$ cat config.mk
export PLATFORM = sky130hd
export DESIGN_NAME = mlpfi_cfg
export DESIGN_NICKNAME = d
export VERILOG_FILES = /design/src/hdl/mlpfi_pkg.sv /design/src/hdl/mlpfi_cfg.sv
export SDC_FILE = /design/constraint.sdc
export NUM_CORES = 1
export LEC_CHECK = 0
export ABC_AREA = 1
export BUFFER_PORTS_ARGS = -buffer_cell sky130_fd_sc_hd__clkbuf_2
export CAP_MARGIN = 40
export CORE_MARGIN = 4
export CORE_UTILIZATION = 39
export DETAILED_ROUTE_END_ITERATION = 12
export PLACE_DENSITY_LB_ADDON = 0.25
export SLEW_MARGIN = 15
export SYNTH_ARGS = -nofsm -noshare
export SYNTH_HDL_FRONTEND = slang
export SYNTH_SLANG_ARGS = --single-unit
$ cat constraint.sdc
create_clock -name clk -period 3 [get_ports clk]
set_clock_uncertainty 0.2 [all_clocks]
set_input_delay 0 -clock clk [delete_from_list [all_inputs] [get_ports clk]]
set_output_delay 0 -clock clk [all_outputs]
set_load 0.01 [all_outputs]
$ cat src/hdl/mlpfi_pkg.sv
// Shared types and constants for the MLP forward inference block.
// Used by the config register file, the controller, the datapath and the top level.
package mlpfi_pkg;

	localparam int MAX_LAYERS = 4;
	localparam int MAX_WIDTH  = 16;
	localparam int DATA_BITS  = 16;
	localparam int FRAC_BITS  = 8;

	localparam int LAYER_BITS = $clog2(MAX_LAYERS);
	localparam int IDX_BITS   = $clog2(MAX_WIDTH);
	localparam int WADDR_BITS = LAYER_BITS + 2 * IDX_BITS;
	localparam int BADDR_BITS = LAYER_BITS + IDX_BITS;
	localparam int CNT_BITS   = 5;
	localparam int LCNT_BITS  = 3;
	localparam int CFG_IDX_BITS  = 3;
	localparam int CFG_DATA_BITS = 5;
	// exact sum of MAX_WIDTH products plus the shifted bias
	localparam int PROD_BITS  = 2 * DATA_BITS;
	localparam int ACC_BITS   = PROD_BITS + IDX_BITS + 1;
	localparam int DRAIN_CYCLES = 3;
	localparam int DRAIN_BITS   = 2;

	typedef enum logic [1:0] {
		KIND_WEIGHT = 2'd0,
		KIND_BIAS   = 2'd1,
		KIND_SAMPLE = 2'd2,
		KIND_NONE   = 2'd3
	} kind_t;

	typedef enum logic [CFG_IDX_BITS-1:0] {
		REG_LAYER_COUNT = 3'd0,
		REG_WIDTH_0     = 3'd1,
		REG_WIDTH_1     = 3'd2,
		REG_WIDTH_2     = 3'd3,
		REG_WIDTH_3     = 3'd4,
		REG_WIDTH_4     = 3'd5
	} reg_idx_t;

	typedef enum logic [2:0] {
		ST_IDLE,
		ST_MAC,
		ST_DRAIN,
		ST_COPY,
		ST_OUT
	} state_t;

	// clamped configuration as seen by the controller
	typedef struct packed {
		logic [LCNT_BITS-1:0]                layers;
		logic [MAX_LAYERS:0][CNT_BITS-1:0]   width;
	} cfg_t;

	typedef struct packed {
		logic                  wr_weight;
		logic                  wr_bias;
		logic                  load_elem;
		logic [IDX_BITS-1:0]   elem_idx;
		logic                  mac;
		logic                  first;
		logic                  last;
		logic                  relu;
		logic [LAYER_BITS-1:0] layer;
		logic [IDX_BITS-1:0]   neuron;
		logic [IDX_BITS-1:0]   col;
		logic                  copy;
		logic                  push;
		logic                  push_last;
	} dp_cmd_t;

	typedef struct packed {
		logic out_free;
	} dp_stat_t;

endpackage

$ cat src/hdl/mlpfi_cfg.sv
// Configuration register file: layer count and layer widths, with range clamping.
// Depends on mlpfi_pkg.
module mlpfi_cfg import mlpfi_pkg::*; (
	input  logic                     clk,
	input  logic                     arst_n,
	input  logic                     cfg_valid,
	output logic                     cfg_ready,
	input  logic [CFG_IDX_BITS-1:0]  cfg_index,
	input  logic [CFG_DATA_BITS-1:0] cfg_data,
	output cfg_t                     cfg
);

	logic [LCNT_BITS-1:0]              layers_q;
	logic [MAX_LAYERS:0][CNT_BITS-1:0] width_q;
	logic                              wr;

	assign cfg_ready = 1'b1;
	assign wr = cfg_valid && cfg_ready;

	always_ff @(posedge clk or negedge arst_n) begin
		if (!arst_n) begin
			layers_q <= LCNT_BITS'(1);
			for (int k = 0; k <= MAX_LAYERS; k++) begin
				width_q[k] <= CNT_BITS'(MAX_WIDTH);
			end
		end else if (wr) begin
			if (cfg_index == REG_LAYER_COUNT) begin
				layers_q <= cfg_data[LCNT_BITS-1:0];
			end else if (cfg_index <= REG_WIDTH_4) begin
				width_q[CFG_IDX_BITS'(cfg_index - REG_WIDTH_0)] <= cfg_data;
			end
		end
	end

	// zero acts as one, anything above the maximum as the maximum
	always_comb begin
		if (layers_q == '0) begin
			cfg.layers = LCNT_BITS'(1);
		end else if (layers_q > LCNT_BITS'(MAX_LAYERS)) begin
			cfg.layers = LCNT_BITS'(MAX_LAYERS);
		end else begin
			cfg.layers = layers_q;
		end
		for (int k = 0; k <= MAX_LAYERS; k++) begin
			if (width_q[k] == '0) begin
				cfg.width[k] = CNT_BITS'(1);
			end else if (width_q[k] > CNT_BITS'(MAX_WIDTH)) begin
				cfg.width[k] = CNT_BITS'(MAX_WIDTH);
			end else begin
				cfg.width[k] = width_q[k];
			end
		end
	end

endmodule

==> qor.yml, run 1 <==
status:
  status: "finished, final reports clean"
finish:
  layout-area-overhead-vs-synth_pct: 21.0
  layout.cells.non_filler: 306
  area_of_all_placed_cells_without_fillers_sq_um: 1980
  layout.core_utilization: 0.491
  insertedDiodeCount: 0
  finish.net_count: 271
  drive_gt1_frac: 0.219
critical_path:
  timing.rr.end: "width_q[19]$_DFFE_PN1P_"
  timing.critical_path.to: "width_q[19]$_DFFE_PN1P_"
  critPathMaxStageDelay_ns: 0.57
  worst_setup_path_end_kind: "register"
  startpoint_of_the_most_critical_setup_path: "cfg_index[0]"
  timing_worst_setup_path_type: "in2reg"
  setup.worst_path.start_class: "input pin"
  crit_slowest_cell: "dlygate4sd3_1"
  critical_path_required_ns: 3.01
  critical_path_arrival_ns: 2.43
  worst_case_reg_to_reg_path_depth: 3
  critical_path_cell_sequence: "dlygate4sd3_1 -> clkbuf_2 -> inv_2 -> ha_1 -> inv_1 -> nand3_1 -> nor2_1 -> nand3_1 -> dlygate4sd3_1 -> nand2_1"
  r2r_start: "width_q[19]$_DFFE_PN1P_"
  regToRegSetupSlack_ns: 1.88
  critPathMaxFanout: 8
route:
  drt_pre_antenna_iters: 4
  drtAntennaViolNets: 0
  drt_first_iter_violations: 59
  detailroute.via_count: 1471
  drt-vias-per-instance: 4.81
  remaining_drc_errors: 0
  detail_route.wl_per_cell_um: 12.2
  routed_wirelength_mm: 3.74
clock_tree:
  clock_tree.htree_level_count: 1
  ctsResizeCount: 0
  tritoncts_num_sinks: 28
  clk_pin_slew_worst_paths_ns: 0.10
  clk_root_buffer_cell: "clkbuf_8"
  tritoncts: "yes"
  worstSkewPairLatency_ns: 0.27
  cts_max_path_buffers: 2
  cts_buffers: 3
global_route:
  grt_antenna_before_repair: 0
  grt_most_used_layer: "met2"
  groute.layer.met3.usage: 0.0207
  global_route.usage.total: 0.146
  groute.layer.met1.usage: 0.199
  use_met2: 0.247
  overflow: 0
  first_global_vias: 1342
  grt_start_max_net_pins: 29
  grt_pass1_wl_mm: 6.18
power:
  vdd.ir_drop.worst_mv: 0.318
  switching_power_share_of_the_total: 0.372
  p_clk_frac: 0.169
  fin_total_pwr_mw: 1.37
  share_comb_of_total_power: 0.405
  seq_power_share: 0.426
  cellLeakagePower_nw: 1.03
  power_switching_uw: 510
  p_per_area_nw_per_um2: 694
  internal_power_uw: 863
timing:
  tightest_slew_ns: 0.697
  finalWorstPathRequiredPeriod_ns: 2.42
  rsz_0062_raised_after_global_routing: "false"
  timing.fmax_ghz: 0.414
  setup_viol: 0
  report.final.slew_viol_count: 0
  timing.final.hold_violations: 0
  layout_worst_path_cycle_share: 0.806
  timing.slew.headroom: 0.536
  finalHoldWorstSlack_ns: 0.0155
  setup_tns_ns: 0
  setup_slack_ns: 0.582
place:
  port_buffers: 38
  place_ws_ns: 1.19
  globalplace.congestion: 0.812
  dpl_cell_area_sq_um: 1820
  placed_cells: 292
  dpl.hpwl_mm: 2.70
synth:
  syn_area_sq_um: 1630
  synth.ff_latch_count: 28
  synth_sequential_area_ratio: 0.433
  avgSynthCellArea_sq_um: 7.60
  synth.area.top_cells: "dfrtp_1 (34%), nand3_1 (11%), dfstp_2 (9.6%)"
  synth.net_count: 229
  synthesis.instances: 215
  yosysWarnings: 0
  post-synth-top-area-cell: "dfrtp_1"
  netlist_cell_types: 19
  synthDominantCellAreaShare: 0.337
floorplan:
  design.die.area_sq_um: 5290
  fp.coreArea_sq_um: 4030
  initial_utilization: 0.406
  num_rows: 23
  num_io_pins: 40
  die_y_um: 72.7
  die_width_um: 72.7
run:
  maxCapViolCount: 0
min_path:
  hold_path.class: "in2reg"
[sequential cells by signal, summed over array words and instances, names as in the netlist]
register  flops
width_q      25
layers_q      3
[synthesized netlist by cell type]
library cell,instances
dfstp_2,6
nand2_1,40
inv_1,30
nor2_4,2
conb_1,1
mux2_2,2
nand3_1,36
o21bai_1,20
a21oi_1,11
ha_1,3
dfrtp_1,22
nor2_1,25
nand4_1,2
nand2_2,2
inv_2,2
clkbuf_1,6
buf_6,2
buf_4,2
buf_2,1
[worst max-delay path: cells and delay by family]
kind | cells | cell delay [ns]
adders and majority gates | 1 | 0.37
buffers and inverters | 5 | 1.49
and+or+nand+nor | 4 | 0.55
[timing repair]
action	CTS	global route
hold buffers	10	0
buffers inserted	0	0
setup endpoints to repair	0	0
endpoints found under the hold margin	55	0
[cell type report]
type                    instances  area [sq um]
inverters                      32           120
well taps                      50          62.6
clock buffers                   4          55.1
multi-input cells             144           741
repair buffers                 48           290
fillers                       419          2050
flip-flops and latches         28           708
[worst min path at each step]
stage	cells after the start	from	endpoint	slack (ns)
6_report	4	cfg_index[2]	layers_q[1]$_DFFE_PN0P_	0.02
5_1_grt	4	cfg_index[2]	layers_q[1]$_DFFE_PN0P_	0.03
4_1_cts	4	cfg_index[2]	layers_q[1]$_DFFE_PN0P_	0.004
3_5_place_dp	1	arst_n	width_q[8]$_DFFE_PN0P_	-0.11
3_3_place_gp	1	arst_n	width_q[8]$_DFFE_PN0P_	-0.11
2_1_floorplan	0	arst_n	layers_q[1]$_DFFE_PN0P_	-0.50
[kinds of logic after synthesis]
logic type	synth area share
other	0.00229
and+or+nand+nor	0.289
buffers and inverters	0.113
DFF	0.433
adders and majority gates	0.0230
AOI/OAI and AO/OA	0.126
muxes	0.0138
[placed cells by master, fill, tap and decap left out]
cell type / instances
inv_2: 2
nor2_1: 25
clkbuf_8: 4
a21oi_1: 11
dfrtp_1: 22
mux2_2: 2
ha_1: 3
nand3_1: 36
nand2_2: 2
dlygate4sd3_1: 10
nor2_4: 2
inv_1: 30
o21bai_1: 20
dfstp_2: 6
clkbuf_2: 38
conb_1: 1
nand2_1: 40
nand4_1: 2
[power by group through the flow]
stage / combinational (mW) / clock [mW] / sequential [mW]
2_1_floorplan: 0.381 / 0 / 0.574
3_3_place_gp: 0.544 / 0 / 0.592
3_5_place_dp: 0.553 / 0 / 0.594
4_1_cts: 0.564 / 0.241 / 0.587
5_1_grt: 0.630 / 0.258 / 0.605
6_report: 0.556 / 0.232 / 0.585
[routing by layer]
metal,vias to the layer above,share of wire
li1,760,-
met1,680,0.47
met2,29,0.48
met3,2,0.045
met4,0,0.0061
met5,-,0
Note: power is estimated with default switching activity, not from simulation.
==> run 2, diff against run 1 <==
- clock period: 3 -> 2 ns (I/O delays scaled with it)
==> run 2 against run 1 <==
Final cell count grew 1.3%; via count increased by 3.1%; global-route usage increased by 0.57 points; combinational power up 53%; critical path depth decreased by 1; setup slack got worse by 0.39 ns; critical endpoint unchanged.
==> qor.yml, run 2 (synthesized netlist as in run 1, its figures left out) <==
clock_tree:
  cts_buffers: 3  # unchanged
  worstSkewPairLatency_ns: 0.27  # about the same
  tritoncts_num_sinks: 28  # unchanged
  clock_tree.htree_level_count: 1  # unchanged
  clk_pin_slew_worst_paths_ns: 0.09  # was 0.10 ns
  clk_root_buffer_cell: "clkbuf_8"  # unchanged
  cts_max_path_buffers: 2  # unchanged
  tritoncts: "yes"  # unchanged
critical_path:
  path_delay_family: "buffers and inverters"  # unchanged
  critical_path_arrival_ns: 1.83  # was 2.43 ns
  setup.worst_path.start_class: "input pin"  # unchanged
  timing_worst_setup_path_type: "in2reg"  # unchanged
  critical_path_cell_sequence: "clkbuf_2 -> inv_2 -> ha_1 -> inv_1 -> nand3_1 -> nor2_2 -> nand3_1 -> dlygate4sd3_1 -> nand2_1"  # was dlygate4sd3_1 -> clkbuf_2 -> inv_2 -> ha_1 -> inv_1 -> nand3_1 -> nor2_1 -> nand3_1 -> dlygate4sd3_1 -> nand2_1
  critPathMaxFanout: 8  # unchanged
  worst_case_reg_to_reg_path_depth: 3  # unchanged
  critPathMaxStageDelay_ns: 0.57  # about the same
  worst-path-buf-inv: 4  # was 5
  crit_slowest_cell: "dlygate4sd3_1"  # unchanged
  critical_path_required_ns: 2.02  # was 3.01 ns
  critical_path_depth: 9  # was 10
  path_common_cell: "nand3_1"
  worst_setup_path_end_kind: "register"  # unchanged
power:
  cellLeakagePower_nw: 1.05  # was 1.03 nW
  p_per_area_nw_per_um2: 1010  # was 694 nW/um^2
  fin_total_pwr_mw: 2.03  # was 1.37 mW
  vdd.ir_drop.worst_mv: 0.506  # was 0.318 mV
finish:
  finish.net_count: 276  # was 271
  layout.core_utilization: 0.497  # was 0.491
  multiInputGateArea_sq_um: 743  # was 741 sq um
  layout.cells.most_common: "nand2_1"  # unchanged
  area_of_all_placed_cells_without_fillers_sq_um: 2000  # was 1980 sq um
  seq_area_sq_um: 708  # unchanged
  reg.largest.list: "width_q x25, layers_q x3"  # unchanged
  layout-area-overhead-vs-synth_pct: 22.4  # was 21.0%
  top_register: "width_q"  # unchanged
  flip_flop_count_of_the_largest_register_after_layout: 25  # unchanged
  drive_gt1_frac: 0.238  # was 0.219
  fill_cells: 425  # was 419
  layout_common_cells: "nand2_1 (40), clkbuf_2 (38), nand3_1 (36)"  # unchanged
  insertedDiodeCount: 0  # unchanged
route:
  drt-vias-per-instance: 4.89  # was 4.81
  drtAntennaViolNets: 0  # unchanged
  drt_first_iter_violations: 60  # was 59
  drt_pre_antenna_iters: 4  # unchanged
  detailroute.via_count: 1517  # was 1471
  routed_wirelength_mm: 3.84  # was 3.74 mm
  detail_route.wl_per_cell_um: 12.4  # was 12.2 um
  remaining_drc_errors: 0  # unchanged
place:
  dpl_cell_area_sq_um: 1840  # was 1820 sq um
  globalplace.congestion: 0.816  # was 0.812
  dpl.hpwl_mm: 2.78  # was 2.70 mm
  port_buffers: 38  # unchanged
timing:
  setup_tns_ns: 0  # unchanged
  timing.fmax_ghz: 0.555
  rsz_0062_raised_after_global_routing: "false"  # unchanged
  finalHoldWorstSlack_ns: 0.00830  # was 0.0155 ns
  finalWorstPathRequiredPeriod_ns: 1.80
  timing.final.hold_violations: 0  # unchanged
  timing.slew.headroom: 0.529  # was 0.536
  report.final.slew_viol_count: 0  # unchanged
  layout_worst_path_cycle_share: 0.901
  tightest_slew_ns: 0.706  # was 0.697 ns
  setup_viol: 0  # unchanged
floorplan:
  fp.coreArea_sq_um: 4030  # unchanged
  num_rows: 23  # unchanged
  die_y_um: 72.7  # unchanged
  initial_utilization: 0.406  # unchanged
  die_width_um: 72.7  # unchanged
  design.die.area_sq_um: 5290  # unchanged
  num_io_pins: 40  # unchanged
global_route:
  grt_start_max_net_pins: 29  # unchanged
  grt_antenna_before_repair: 0  # unchanged
  first_global_vias: 1413  # was 1342
  global_route.usage.total: 0.152  # was 0.146
  grt_pass1_wl_mm: 6.35  # was 6.18 mm
  overflow: 0  # unchanged
min_path:
  hold_path.class: "in2reg"  # unchanged
  min_delay_path_depth: 4  # unchanged
run:
  maxCapViolCount: 0  # unchanged
status:
  status: "finished, final reports clean"  # unchanged
run 2: cell type report:
cell class | count | area share
inverters | 32 | 0.0600
clock buffers | 3 | 0.0206
multi-input cells | 144 | 0.371
well taps | 50 | 0.0313
flip-flops and latches | 28 | 0.354
repair buffers | 53 | 0.163
run 2: report_power, final:
part | internal, mW | switching (mW)
clock network | 0.135 | 0.170
registers | 0.770 | 0.104
logic | 0.359 | 0.489
total | 1.26 | 0.764
run 2: routing by layer:
layer  part of all wire  wire length, um  global-route usage  vias up
li1                   -                -                   -      769
met1               0.49             1870               0.209      711
met2               0.47             1790               0.249       35
met3              0.042              160              0.0207        2
met4             0.0060               23              0.0430        0
met5                  0                0                   0        -
run 2: path summary, 6_finish.rpt:
check	startpoint	endpoint	slack, ns
setup reg to reg	width_q[14]$_DFFE_PN1P_	width_q[14]$_DFFE_PN1P_	0.90
hold reg to reg	width_q[21]$_DFFE_PN0P_	width_q[21]$_DFFE_PN0P_	0.28
max in group asynchronous	arst_n	width_q[0]$_DFFE_PN0P_	1.05
setup / recovery	cfg_index[0]	width_q[19]$_DFFE_PN1P_	0.20
hold / removal	cfg_index[2]	layers_q[1]$_DFFE_PN0P_	0.008
min in group asynchronous	arst_n	width_q[6]$_DFFE_PN0P_	0.10
run 2: through the flow:
step	setup WS, ns	cells
global placement	0.415	295
floorplan	0.797	215
CTS	0.109	307
finish	0.197	310
global route	0.0891	310
detailed placement	0.386	295
run 2: timing repair:
item                                    4_1_cts  5_1_grt
endpoints found under the setup margin        0        1
buffers inserted                              0        3
resized for setup                             0        1
hold endpoints to repair                     56        0
hold buffers                                  9        0
run 2: worst min-delay path, delay by kind of cell:
| kind | cells | cell delay (ns) |
|---|---|---|
| and+or+nand+nor | 1 | 0.17 |
| AOI/OAI and AO/OA | 1 | 0.09 |
| buffers and inverters | 2 | 0.19 |
