$ cat src/hdl/mlpfi_pkg.sv
// Shared types and constants for the MLP forward inference block.
// Used by the config register file, the controller, the datapath and the top level.
package mlpfi_pkg;

	localparam int MAX_LAYERS = 4;
	localparam int MAX_WIDTH  = 16;
	localparam int DATA_BITS  = 16;
	localparam int FRAC_BITS  = 8;

	localparam int LAYER_BITS = $clog2(MAX_LAYERS);
	localparam int IDX_BITS   = $clog2(MAX_WIDTH);
	localparam int WADDR_BITS = LAYER_BITS + 2 * IDX_BITS;
	localparam int BADDR_BITS = LAYER_BITS + IDX_BITS;
	localparam int CNT_BITS   = 5;
	localparam int LCNT_BITS  = 3;
	localparam int CFG_IDX_BITS  = 3;
	localparam int CFG_DATA_BITS = 5;
	// exact sum of MAX_WIDTH products plus the shifted bias
	localparam int PROD_BITS  = 2 * DATA_BITS;
	localparam int ACC_BITS   = PROD_BITS + IDX_BITS + 1;
	localparam int DRAIN_CYCLES = 3;
	localparam int DRAIN_BITS   = 2;

	typedef enum logic [1:0] {
		KIND_WEIGHT = 2'd0,
		KIND_BIAS   = 2'd1,
		KIND_SAMPLE = 2'd2,
		KIND_NONE   = 2'd3
	} kind_t;

	typedef enum logic [CFG_IDX_BITS-1:0] {
		REG_LAYER_COUNT = 3'd0,
		REG_WIDTH_0     = 3'd1,
		REG_WIDTH_1     = 3'd2,
		REG_WIDTH_2     = 3'd3,
		REG_WIDTH_3     = 3'd4,
		REG_WIDTH_4     = 3'd5
	} reg_idx_t;

	typedef enum logic [2:0] {
		ST_IDLE,
		ST_MAC,
		ST_DRAIN,
		ST_COPY,
		ST_OUT
	} state_t;

	// clamped configuration as seen by the controller
	typedef struct packed {
		logic [LCNT_BITS-1:0]                layers;
		logic [MAX_LAYERS:0][CNT_BITS-1:0]   width;
	} cfg_t;

	typedef struct packed {
		logic                  wr_weight;
		logic                  wr_bias;
		logic                  load_elem;
		logic [IDX_BITS-1:0]   elem_idx;
		logic                  mac;
		logic                  first;
		logic                  last;
		logic                  relu;
		logic [LAYER_BITS-1:0] layer;
		logic [IDX_BITS-1:0]   neuron;
		logic [IDX_BITS-1:0]   col;
		logic                  copy;
		logic                  push;
		logic                  push_last;
	} dp_cmd_t;

	typedef struct packed {
		logic out_free;
	} dp_stat_t;

endpackage

$ cat src/hdl/mlpfi_ctrl.sv
// Controller: input intake, sample element count, layer/neuron/column sequencing
// and output pacing. Drives the datapath by command struct. Depends on mlpfi_pkg.
module mlpfi_ctrl import mlpfi_pkg::*; (
	input  logic       clk,
	input  logic       arst_n,
	input  cfg_t       cfg,
	input  logic       in_valid,
	output logic       in_stall,
	input  logic [1:0] kind,
	output dp_cmd_t    cmd,
	input  dp_stat_t   stat
);

	state_t                state_q, state_d;
	logic [LAYER_BITS-1:0] l_q, l_d;
	logic [IDX_BITS-1:0]   i_q, i_d;
	logic [IDX_BITS-1:0]   j_q, j_d;
	logic [DRAIN_BITS-1:0] drain_q, drain_d;
	logic [CNT_BITS-1:0]   cnt_q, cnt_d;

	logic                  accept;
	logic [CNT_BITS-1:0]   cnt_inc;
	logic [CNT_BITS-1:0]   nin, nout;
	logic                  j_end, i_end, l_end;

	assign in_stall = (state_q != ST_IDLE);
	assign accept   = in_valid && !in_stall;
	assign cnt_inc  = cnt_q + CNT_BITS'(1);

	assign nin   = cfg.width[LCNT_BITS'(l_q)];
	assign nout  = cfg.width[LCNT_BITS'(l_q) + LCNT_BITS'(1)];
	assign j_end = ({1'b0, j_q} == nin - CNT_BITS'(1));
	assign i_end = ({1'b0, i_q} == nout - CNT_BITS'(1));
	assign l_end = (LCNT_BITS'(l_q) == cfg.layers - LCNT_BITS'(1));

	always_ff @(posedge clk or negedge arst_n) begin
		if (!arst_n) begin
			state_q <= ST_IDLE;
			l_q     <= '0;
			i_q     <= '0;
			j_q     <= '0;
			drain_q <= '0;
			cnt_q   <= '0;
		end else begin
			state_q <= state_d;
			l_q     <= l_d;
			i_q     <= i_d;
			j_q     <= j_d;
			drain_q <= drain_d;
			cnt_q   <= cnt_d;
		end
	end

	always_comb begin
		state_d = state_q;
		l_d     = l_q;
		i_d     = i_q;
		j_d     = j_q;
		drain_d = drain_q;
		cnt_d   = cnt_q;

		cmd           = '0;
		cmd.elem_idx  = cnt_q[IDX_BITS-1:0];
		cmd.layer     = l_q;
		cmd.neuron    = i_q;
		cmd.col       = j_q;
		cmd.first     = (j_q == '0);
		cmd.last      = j_end;
		cmd.relu      = !l_end;
		cmd.push_last = i_end;

		unique case (state_q)
			ST_IDLE: begin
				if (accept) begin
					unique case (kind_t'(kind))
						KIND_WEIGHT: cmd.wr_weight = 1'b1;
						KIND_BIAS:   cmd.wr_bias = 1'b1;
						KIND_SAMPLE: begin
							cmd.load_elem = (cnt_q < CNT_BITS'(MAX_WIDTH));
							if (cnt_inc >= cfg.width[0]) begin
								cnt_d   = '0;
								l_d     = '0;
								i_d     = '0;
								j_d     = '0;
								state_d = ST_MAC;
							end else begin
								cnt_d = cnt_inc;
							end
						end
						KIND_NONE: ;
					endcase
				end
			end
			ST_MAC: begin
				cmd.mac = 1'b1;
				if (j_end) begin
					j_d = '0;
					if (i_end) begin
						drain_d = '0;
						state_d = ST_DRAIN;
					end else begin
						i_d = i_q + IDX_BITS'(1);
					end
				end else begin
					j_d = j_q + IDX_BITS'(1);
				end
			end
			ST_DRAIN: begin
				// let the last neuron of the layer reach the output array
				if (drain_q == DRAIN_BITS'(DRAIN_CYCLES - 1)) begin
					state_d = ST_COPY;
				end else begin
					drain_d = drain_q + DRAIN_BITS'(1);
				end
			end
			ST_COPY: begin
				cmd.copy = 1'b1;
				i_d      = '0;
				j_d      = '0;
				if (l_end) begin
					state_d = ST_OUT;
				end else begin
					l_d     = l_q + LAYER_BITS'(1);
					state_d = ST_MAC;
				end
			end
			ST_OUT: begin
				if (stat.out_free) begin
					cmd.push = 1'b1;
					if (i_end) begin
						i_d     = '0;
						l_d     = '0;
						state_d = ST_IDLE;
					end else begin
						i_d = i_q + IDX_BITS'(1);
					end
				end
			end
			default: state_d = ST_IDLE;
		endcase
	end

endmodule

$ cat config.mk
export PLATFORM = sky130hd
export DESIGN_NAME = mlpfi_ctrl
export DESIGN_NICKNAME = d
export VERILOG_FILES = /design/src/hdl/mlpfi_pkg.sv /design/src/hdl/mlpfi_ctrl.sv
export SDC_FILE = /design/constraint.sdc
export NUM_CORES = 1
export LEC_CHECK = 0
export ABC_CLOCK_PERIOD_IN_PS = 4000
export BUFFER_PORTS_ARGS = -buffer_cell sky130_fd_sc_hd__buf_4
export CAP_MARGIN = 20
export CORE_MARGIN = 4
export CORE_UTILIZATION = 53
export DETAILED_ROUTE_END_ITERATION = 12
export GPL_TIMING_DRIVEN = 0
export PLACE_DENSITY = 0.86
export SLEW_MARGIN = 20
export SYNTH_ARGS = -nofsm -noshare
export SYNTH_HDL_FRONTEND = slang
export SYNTH_SLANG_ARGS = --single-unit
$ cat constraint.sdc
create_clock -name clk -period 4 [get_ports clk]
set_input_delay 0.4 -clock clk [delete_from_list [all_inputs] [get_ports clk]]
set_output_delay 0.4 -clock clk [all_outputs]
set_load 0.01 [all_outputs]
==> results of run 1 <==
## metrics by stage
stage,std cells,hold WS (ps),util,setup WS (ps)
global placement,347,292,0.698,691
CTS,351,14.1,0.713,302
finish,351,10.9,0.713,275
floorplan,241,104,-,974
detailed placement,347,298,0.698,596
global route,351,16.7,0.713,89.3
## worst paths after layout
path	startpoint	to	slack, ps	depth (start not counted)
max in group asynchronous	arst_n	l_q[0]	3780	1
min reg2reg	cnt_q[4]	cnt_q[4]	540	2
min	arst_n	state_q[2]	10	1
max reg2reg	l_q[0]	l_q[0]	670	12
max	l_q[0]	cmd[0]	270	12
min in group clk	stat	state_q[2]	530	4
## final cells by class
class                           instances  area (um^2)
Sequential cell                        20          500
Multi-Input combinational cell        185         1450
Clock buffer                            4         55.1
Buffer                                 15          106
Fill cell                             311         1080
Timing Repair Buffer                   58          435
Inverter                               21         78.8
Tap cell                               48         60.1
## logic make-up after synthesis
logic type	Yosys count
fa+ha+maj	14
buf+inv	36
compound gates	55
flops	20
simple gates	83
mux	18
xor+xnor	15
## per-layer routing
layer	share of wire	vias to the layer above	global-route usage
li1	-	1001	-
met1	0.42	965	0.291
met4	0.0068	0	0.0647
met2	0.51	79	0.410
met3	0.067	4	0.0365
met5	0	-	0
## cell usage after synthesis, types with 2 or more instances
library cell,instances
nor2b_1,3
mux2i_1,9
nand3_1,7
mux2_4,2
o22a_1,2
clkbuf_1,4
xor2_1,6
nor3_1,4
o41ai_1,2
a22o_1,4
a31oi_1,2
and3b_1,2
a21o_1,4
nand2b_1,4
o32ai_1,2
mux4_2,5
mux2_2,2
o21ai_0,12
a21boi_0,2
xnor2_1,9
nor4_1,5
nor3b_1,2
nand3b_1,3
buf_4,7
inv_1,21
a21oi_1,7
nor2_1,9
o22ai_1,2
nand2_1,27
dfrtp_1,20
and2_1,2
buf_6,3
ha_1,14
## registers in the layout (all words and copies together) (netlist names)
name / flops
state_q: 3
j_q: 4
drain_q: 2
cnt_q: 5
l_q: 2
i_q: 4
## critical path, delay by kind of cell, from the launching register on
| family | cells | cell delay, ps |
|---|---|---|
| simple gates | 3 | 770 |
| flops | 1 | 450 |
| xor+xnor | 1 | 150 |
| fa+ha+maj | 2 | 620 |
| buf+inv | 4 | 560 |
| compound gates | 2 | 510 |
## layout by cell type, fill, tap and decap left out, types with 3 or more instances in the layout
| cell | n |
|---|---|
| xor2_1 | 6 |
| mux4_2 | 5 |
| a21oi_1 | 7 |
| nand3_1 | 7 |
| mux2i_1 | 9 |
| clkbuf_1 | 4 |
| buf_4 | 65 |
| nor4_1 | 5 |
| a22o_1 | 4 |
| ha_1 | 14 |
| nand3b_1 | 3 |
| nand2_1 | 27 |
| nor2_1 | 9 |
| a21o_1 | 4 |
| nor2b_1 | 3 |
| clkbuf_8 | 4 |
| nor3_1 | 4 |
| dfrtp_1 | 20 |
| xnor2_1 | 9 |
| buf_6 | 3 |
| inv_1 | 21 |
| o21ai_0 | 12 |
| nand2b_1 | 4 |
## power by group
group,internal [mW],switching [mW],total [mW],leakage [nW]
clock,0.0877,0.0697,0.157,0.0288
sequential,0.266,0.0785,0.345,0.264
combinational,0.445,0.482,0.926,0.978
total,0.799,0.630,1.43,1.27
==> run summary, run 1 <==
Adder-Cell Fraction of Synth Area: 0.0820
slew margin rel.: 0.585
Clock transition at path regs: 80 ps
first-pass GRT wire length: 9.64 mm
CTS H-tree depth: 1
DRC: 0
Critical Path Fanout Max: 10
Root Buffer: clkbuf_8
maximum root-to-sink buffer count: 2
Mapped Cells: 241
post-route cell area: 2690 um^2
Routed WL: 5.61 mm
# clock sinks: 20
initial DRC count: 166
wire per inst: 16.0 um
Die X: 71.5 um
nets: 352
Hold Crit Class: in2async
crit start category: register
DIE AREA: 5110 um^2
I/O pins: 59
VDD IR max: 0.359 mV
Post-synth EDFFs: 0
placed inst area: 2630 um^2
row count: 22
Crit-path slowest cell: dfrtp_1
cts hold-fix bufs: 0
Antenna Nets Post-Route: 0
main combinational cell family by area after synthesis: simple AND/OR/NAND/NOR gates
sequential area share after synthesis: 0.234
Yosys warning count: 0
max-slew violations: 0
GRT overflow: 0
clock buffer count from CTS: 3
XOR/XNOR Fraction of Synth Area: 0.0615
status: finished, final reports clean
Final Skew: 4.72 ps
synthesized net count: 289
routed vias: 2049
f_max: 0.268 GHz
via/cell ratio: 5.84
detailed placement HPWL: 4.54 mm
Final Hold Viols: 0
post-synth top area cell: dfrtp_1
Pwr Total: 1.43 mW
post-synth top area share: 0.234
share of synthesized registers carrying an async set or reset: 1.00
Worst Path Arrival: 3330 ps
GPL Wtd Cong: 0.941
layout cells sized above 1: 0.310
dominant register cell in the synthesized netlist: dfrtp_1
Leak Pwr: 1.27 nW
worst skew pair latency: 260 ps
vias in the first global route: 2116
Setup TNS Final: 0 ps
mux share of post-synthesis cell area: 0.119
post-synthesis compound-gate area fraction: 0.196
leading post-synthesis cells by cell area: dfrtp_1 23%, ha_1 8.2%, mux4_2 5.3%, nand2_1 4.7%, mux2i_1 4.2%
CP endpoint kind: output port
final-report setup violation count: 0
Initial Util: 0.567
TritonCTS clock tree: built
max_cap viols: 0
mapped cell area: 2140 um^2
Yosys reg bits: 20
Core ar.: 3770 um^2
CP cell instances: ha_1, clkbuf_1, nor2b_1, a221o_1, inv_1, ha_1, xnor2_1, nor4_1, a41oi_2, nor2_4, buf_4, buf_4
average cell area after synthesis: 8.87 um^2
CTS-repair resized insts: 0
number of port buffers: 58
Least-Margin Pin Slew: 618 ps
PwrDens: 532 nW/um^2
Req. time, crit path: 3600 ps
count of different cell masters after synthesis: 65
ANT cells: 0
total setup buffers inserted after CTS: 0
1st-pass router iterations: 4
overall global routing resource usage: 0.232
chip height: 71.5 um
number of antenna violations at the first check in global routing: 0
Area growth syn-to-layout: 25.8%
Max stage delay on crit path: 450 ps
RSZ-0062 raised after global routing: no
simple-gate area share of the yosys netlist: 0.221
crit path time final: 3730 ps
largest net degree at the start of global routing: 21
Worst Setup Path Type: reg2out
period utilization: 0.931
(Power assumes the default switching activity.)
==> run 2: changes to the inputs <==
--- a/config.mk
+++ b/config.mk
@@ -12,7 +12,7 @@
 export CORE_UTILIZATION = 53
 export DETAILED_ROUTE_END_ITERATION = 12
 export GPL_TIMING_DRIVEN = 0
-export PLACE_DENSITY = 0.86
+export PLACE_DENSITY = 0.88
 export SLEW_MARGIN = 20
 export SYNTH_ARGS = -nofsm -noshare
 export SYNTH_HDL_FRONTEND = slang
==> run summary, run 2 (synthesis results as in run 1) <==
CP cell instances: ha_1, clkbuf_1, nor2b_1, a221o_1, inv_1, ha_1, xnor2_1, nor4_1, a41oi_2, nor2_4, buf_4, buf_4
DR top layer: met4
crit start category: register
overall global routing resource usage: 0.231
routed wl met3: 353 um
Core ar.: 3770 um^2
PwrDens: 530 nW/um^2
Initial Util: 0.567
Final Hold Viols: 0
maximum root-to-sink buffer count: 2
Leak Pwr: 1.27 nW
max-slew violations: 0
commonest non-fill, non-tap cell in the layout: buf_4
max_cap viols: 0
Antenna Nets Post-Route: 0
status: finished, final reports clean
cts hold-fix bufs: 0
Die X: 71.5 um
Crit-path slowest cell: dfrtp_1
largest net degree at the start of global routing: 21
Clock transition at path regs: 80 ps
final-report setup violation count: 0
crit path time final: 3730 ps
number of flip-flops in the largest register: 5
Final Skew: 1.38 ps
slew margin rel.: 0.602
CTS H-tree depth: 1
Max stage delay on crit path: 450 ps
wire per inst: 16.2 um
chip height: 71.5 um
Req. time, crit path: 3600 ps
Top reg by flops: cnt_q
detailed placement HPWL: 4.62 mm
worst setup margin: 265 ps
ANT cells: 0
DIE AREA: 5110 um^2
Cells after DPL: 347
clock buffer count from CTS: 3
Critical Path Fanout Max: 10
layout cells sized above 1: 0.310
period utilization: 0.934
1st-pass router iterations: 5
final cell count without fillers: 351
nets: 352
fin util: 0.713
GRT overflow: 0
CTS-repair resized insts: 0
most frequent cells in the layout: 65 x buf_4, 27 x nand2_1, 21 x inv_1, 20 x dfrtp_1, 14 x ha_1
initial DRC count: 89
number of port buffers: 58
Setup TNS Final: 0 ps
TritonCTS clock tree: built
Least-Margin Pin Slew: 593 ps
first-pass GRT wire length: 9.64 mm
met2 WL: 2.93 mm
Routed WL: 5.70 mm
routed vias: 2096
total setup buffers inserted after CTS: 0
hold slack: 6.42 ps
# clock sinks: 20
f_max: 0.268 GHz
dpl ws: 603 ps
M1 WL: 2.32 mm
number of antenna violations at the first check in global routing: 0
worst skew pair latency: 260 ps
I/O pins: 59
CP endpoint kind: output port
row count: 22
VDD IR max: 0.304 mV
Area growth syn-to-layout: 25.8%
via/cell ratio: 5.97
Root Buffer: clkbuf_8
Largest regs: cnt_q (5), i_q (4), j_q (4)
Worst Path Arrival: 3330 ps
GPL Wtd Cong: 0.937
DRC: 0
Worst Setup Path Type: reg2out
RSZ-0062 raised after global routing: no
vias in the first global route: 2157
Hold Crit Class: in2async
-- run 2: where the power goes --
part	internal (mW)	total, mW	switching (mW)
clock	0.0877	0.158	0.0707
sequential	0.266	0.346	0.0794
combinational	0.444	0.922	0.477
total	0.798	1.43	0.628
-- run 2: layer usage --
metal	global-route usage	up-vias
met5	0	-
met4	0.0564	0
met3	0.0463	11
met2	0.410	62
met1	0.286	1016
li1	-	1007
-- run 2: final timing paths --
kind                           from          to  slack, ps  depth (start not counted)
min                          arst_n      j_q[2]          6                          1
min reg2reg                cnt_q[4]    cnt_q[4]        550                          2
max                          l_q[0]      cmd[0]        270                         12
max reg2reg                  l_q[0]      l_q[0]        660                         12
max in group asynchronous    arst_n      i_q[3]       3780                          1
min in group clk               stat  state_q[2]        540                          4
-- run 2: metrics by stage --
step / power, mW / cell area, um^2
3_5_place_dp: 1.27 / 2630
2_1_floorplan: 0.974 / 2140
4_1_cts: 1.43 / 2690
6_report: 1.43 / 2690
5_1_grt: 1.55 / 2690
3_3_place_gp: 1.23 / 2630
-- run 2: worst max-delay path, delay by kind of cell (launching register included) --
kind	cells	cell delay, ps
xor gates and xnor gates	1	140
adders and majority gates	2	620
buffers and inverters	4	560
AOI/OAI and AO/OA	2	520
DFF	1	450
and+or+nand+nor	3	780
-- run 2: cell type report --
cell class	instances	area, um^2
fillers	308	1080
clock buffers	4	55.1
flip-flops and latches	20	500
multi-input cells	185	1450
repair buffers	58	435
plain buffers	15	106
inverters	21	78.8
well taps	48	60.1
==> run 3: changes to the inputs <==
--- a/config.mk
+++ b/config.mk
@@ -13,6 +13,7 @@
 export DETAILED_ROUTE_END_ITERATION = 12
 export GPL_TIMING_DRIVEN = 0
 export PLACE_DENSITY = 0.88
+export REMOVE_ABC_BUFFERS = 1
 export SLEW_MARGIN = 20
 export SYNTH_ARGS = -nofsm -noshare
 export SYNTH_HDL_FRONTEND = slang
==> run summary, run 3 (synthesis results as in run 1) <==
PwrDens: 546 nW/um^2
Worst Path Arrival: 3340 ps
gr busiest metal: met2
period utilization: 0.935
Setup TNS Final: 0 ps
GR Layer Usage met1: 0.290
CP endpoint kind: output port
Area growth syn-to-layout: 21.7%
worst skew pair latency: 270 ps
I/O pins: 59
Die X: 71.5 um
DIE AREA: 5110 um^2
cts hold-fix bufs: 0
crit start category: register
maximum root-to-sink buffer count: 2
first-pass GRT wire length: 9.34 mm
max-slew violations: 0
Max stage delay on crit path: 680 ps
Critical Path Fanout Max: 23
row count: 22
GPL Wtd Cong: 0.835
final-report setup violation count: 0
chip height: 71.5 um
max_cap viols: 0
crit path time final: 3740 ps
1st-pass router iterations: 5
largest net degree at the start of global routing: 24
number of antenna violations at the first check in global routing: 0
Final Skew: 7.49 ps
RSZ-0062 raised after global routing: no
ANT cells: 0
detailed placement HPWL: 4.29 mm
Sequential Area: 502 um^2
Clock transition at path regs: 80 ps
Cells after DPL: 332
post-route cell area: 2600 um^2
Req. time, crit path: 3600 ps
total setup buffers inserted after CTS: 0
CTS H-tree depth: 1
via/cell ratio: 5.91
violated checks: hold timing
Crit-path slowest cell: dfrtp_2
f_max: 0.267 GHz
Least-Margin Pin Slew: 645 ps
Hold Crit Class: in2async
status: finished with violations
global routing usage on met2: 0.395
Core ar.: 3770 um^2
fillers: 302
Final Hold Viols: 10
placed inst area: 2530 um^2
Initial Util: 0.567
Antenna Nets Post-Route: 0
Routed WL: 5.57 mm
multi-input logic area: 1450 um^2
Worst Setup Path Type: reg2out
number of flip-flops in the largest register: 5
Root Buffer: clkbuf_8
GRT overflow: 0
vias in the first global route: 2021
Pwr Total: 1.42 mW
layout cells sized above 1: 0.295
overall global routing resource usage: 0.224
nets: 337
CP cell instances: ha_2, mux2i_1, and2_0, o32a_1, ha_1, xnor2_1, nor4_1, a41oi_2, nor2_4, buf_4
commonest non-fill, non-tap cell in the layout: buf_4
routed vias: 1986
slew margin rel.: 0.567
initial DRC count: 126
final cell count without fillers: 336
Top reg by flops: cnt_q
number of port buffers: 58
grt met3 use: 0.0351
TritonCTS clock tree: built
hold slack: -3.79 ps
clock buffer count from CTS: 3
most frequent cells in the layout: 58 x buf_4, 27 x nand2_1, 21 x inv_1, 19 x dfrtp_1, 13 x ha_1
Largest regs: cnt_q (5), i_q (4), j_q (4)
fin util: 0.690
DRC: 0
# clock sinks: 20
VDD IR max: 0.310 mV
wire per inst: 16.6 um
Leak Pwr: 1.21 nW
==> run 3: cell types whose count changed in the layout (fill, tap and decap cells not counted), sizes merged <==
cell / previous run / this run
bufinv: 0 / 1
buf: 69 / 58
clkbuf: 8 / 3
==> run 3: path summary, 6_finish.rpt <==
path / slack (ps) / endpoint / from / depth (start not counted)
max in group asynchronous: 3760 / l_q[0] / arst_n / 1
worst max register to register: 550 / drain_q[1] / l_q[0] / 11
worst max-delay path: 260 / cmd[0] / l_q[0] / 10
worst min register to register: 560 / cnt_q[4] / cnt_q[4] / 2
worst min-delay path: -4 / j_q[2] / arst_n / 1
min in group clk: 550 / state_q[2] / cfg[25] / 4
==> run 3: final cells by class <==
class / count / share of cell area
Multi-Input combinational cell: 185 / 0.559
Tap cell: 48 / 0.0231
Timing Repair Buffer: 58 / 0.167
Inverter: 21 / 0.0303
Sequential cell: 20 / 0.193
Clock inverter: 1 / 0.0115
Clock buffer: 3 / 0.0159
==> run 3: metal layers <==
metal  wire length, um  vias up
met5                 0        -
met4                57        0
met3               289        6
met2              2830       53
met1              2390      957
li1                  -      970
==> run 3: power by group <==
part | internal [mW] | total [mW] | leakage, nW | switching (mW)
sequential | 0.266 | 0.389 | 0.262 | 0.123
clock | 0.134 | 0.207 | 0.0357 | 0.0730
combinational | 0.405 | 0.824 | 0.910 | 0.419
total | 0.805 | 1.42 | 1.21 | 0.615
==> run 3: metrics by stage <==
step | worst slack, ps | hold slack [ps]
after global routing | 3.77 | 18.2
after detailed placement | 144 | 296
after CTS | 88.8 | 6.37
after floorplan | 534 | 104
after global placement | 211 | 294
final | 260 | -3.79
==> run 3: critical path: cells and delay by family, from the launching register on <==
| kind | cells | cell delay [ps] |
|---|---|---|
| fa+ha+maj | 2 | 770 |
| simple gates | 3 | 710 |
| flops | 1 | 680 |
| compound gates | 2 | 480 |
| buf+inv | 1 | 170 |
| xor+xnor | 1 | 140 |
| mux | 1 | 110 |
==> run 3: what timing repair did <==
action                     4_1_cts  5_1_grt
setup endpoints to repair        1        1
gates resized for setup          1        1
pin swaps                        0        0
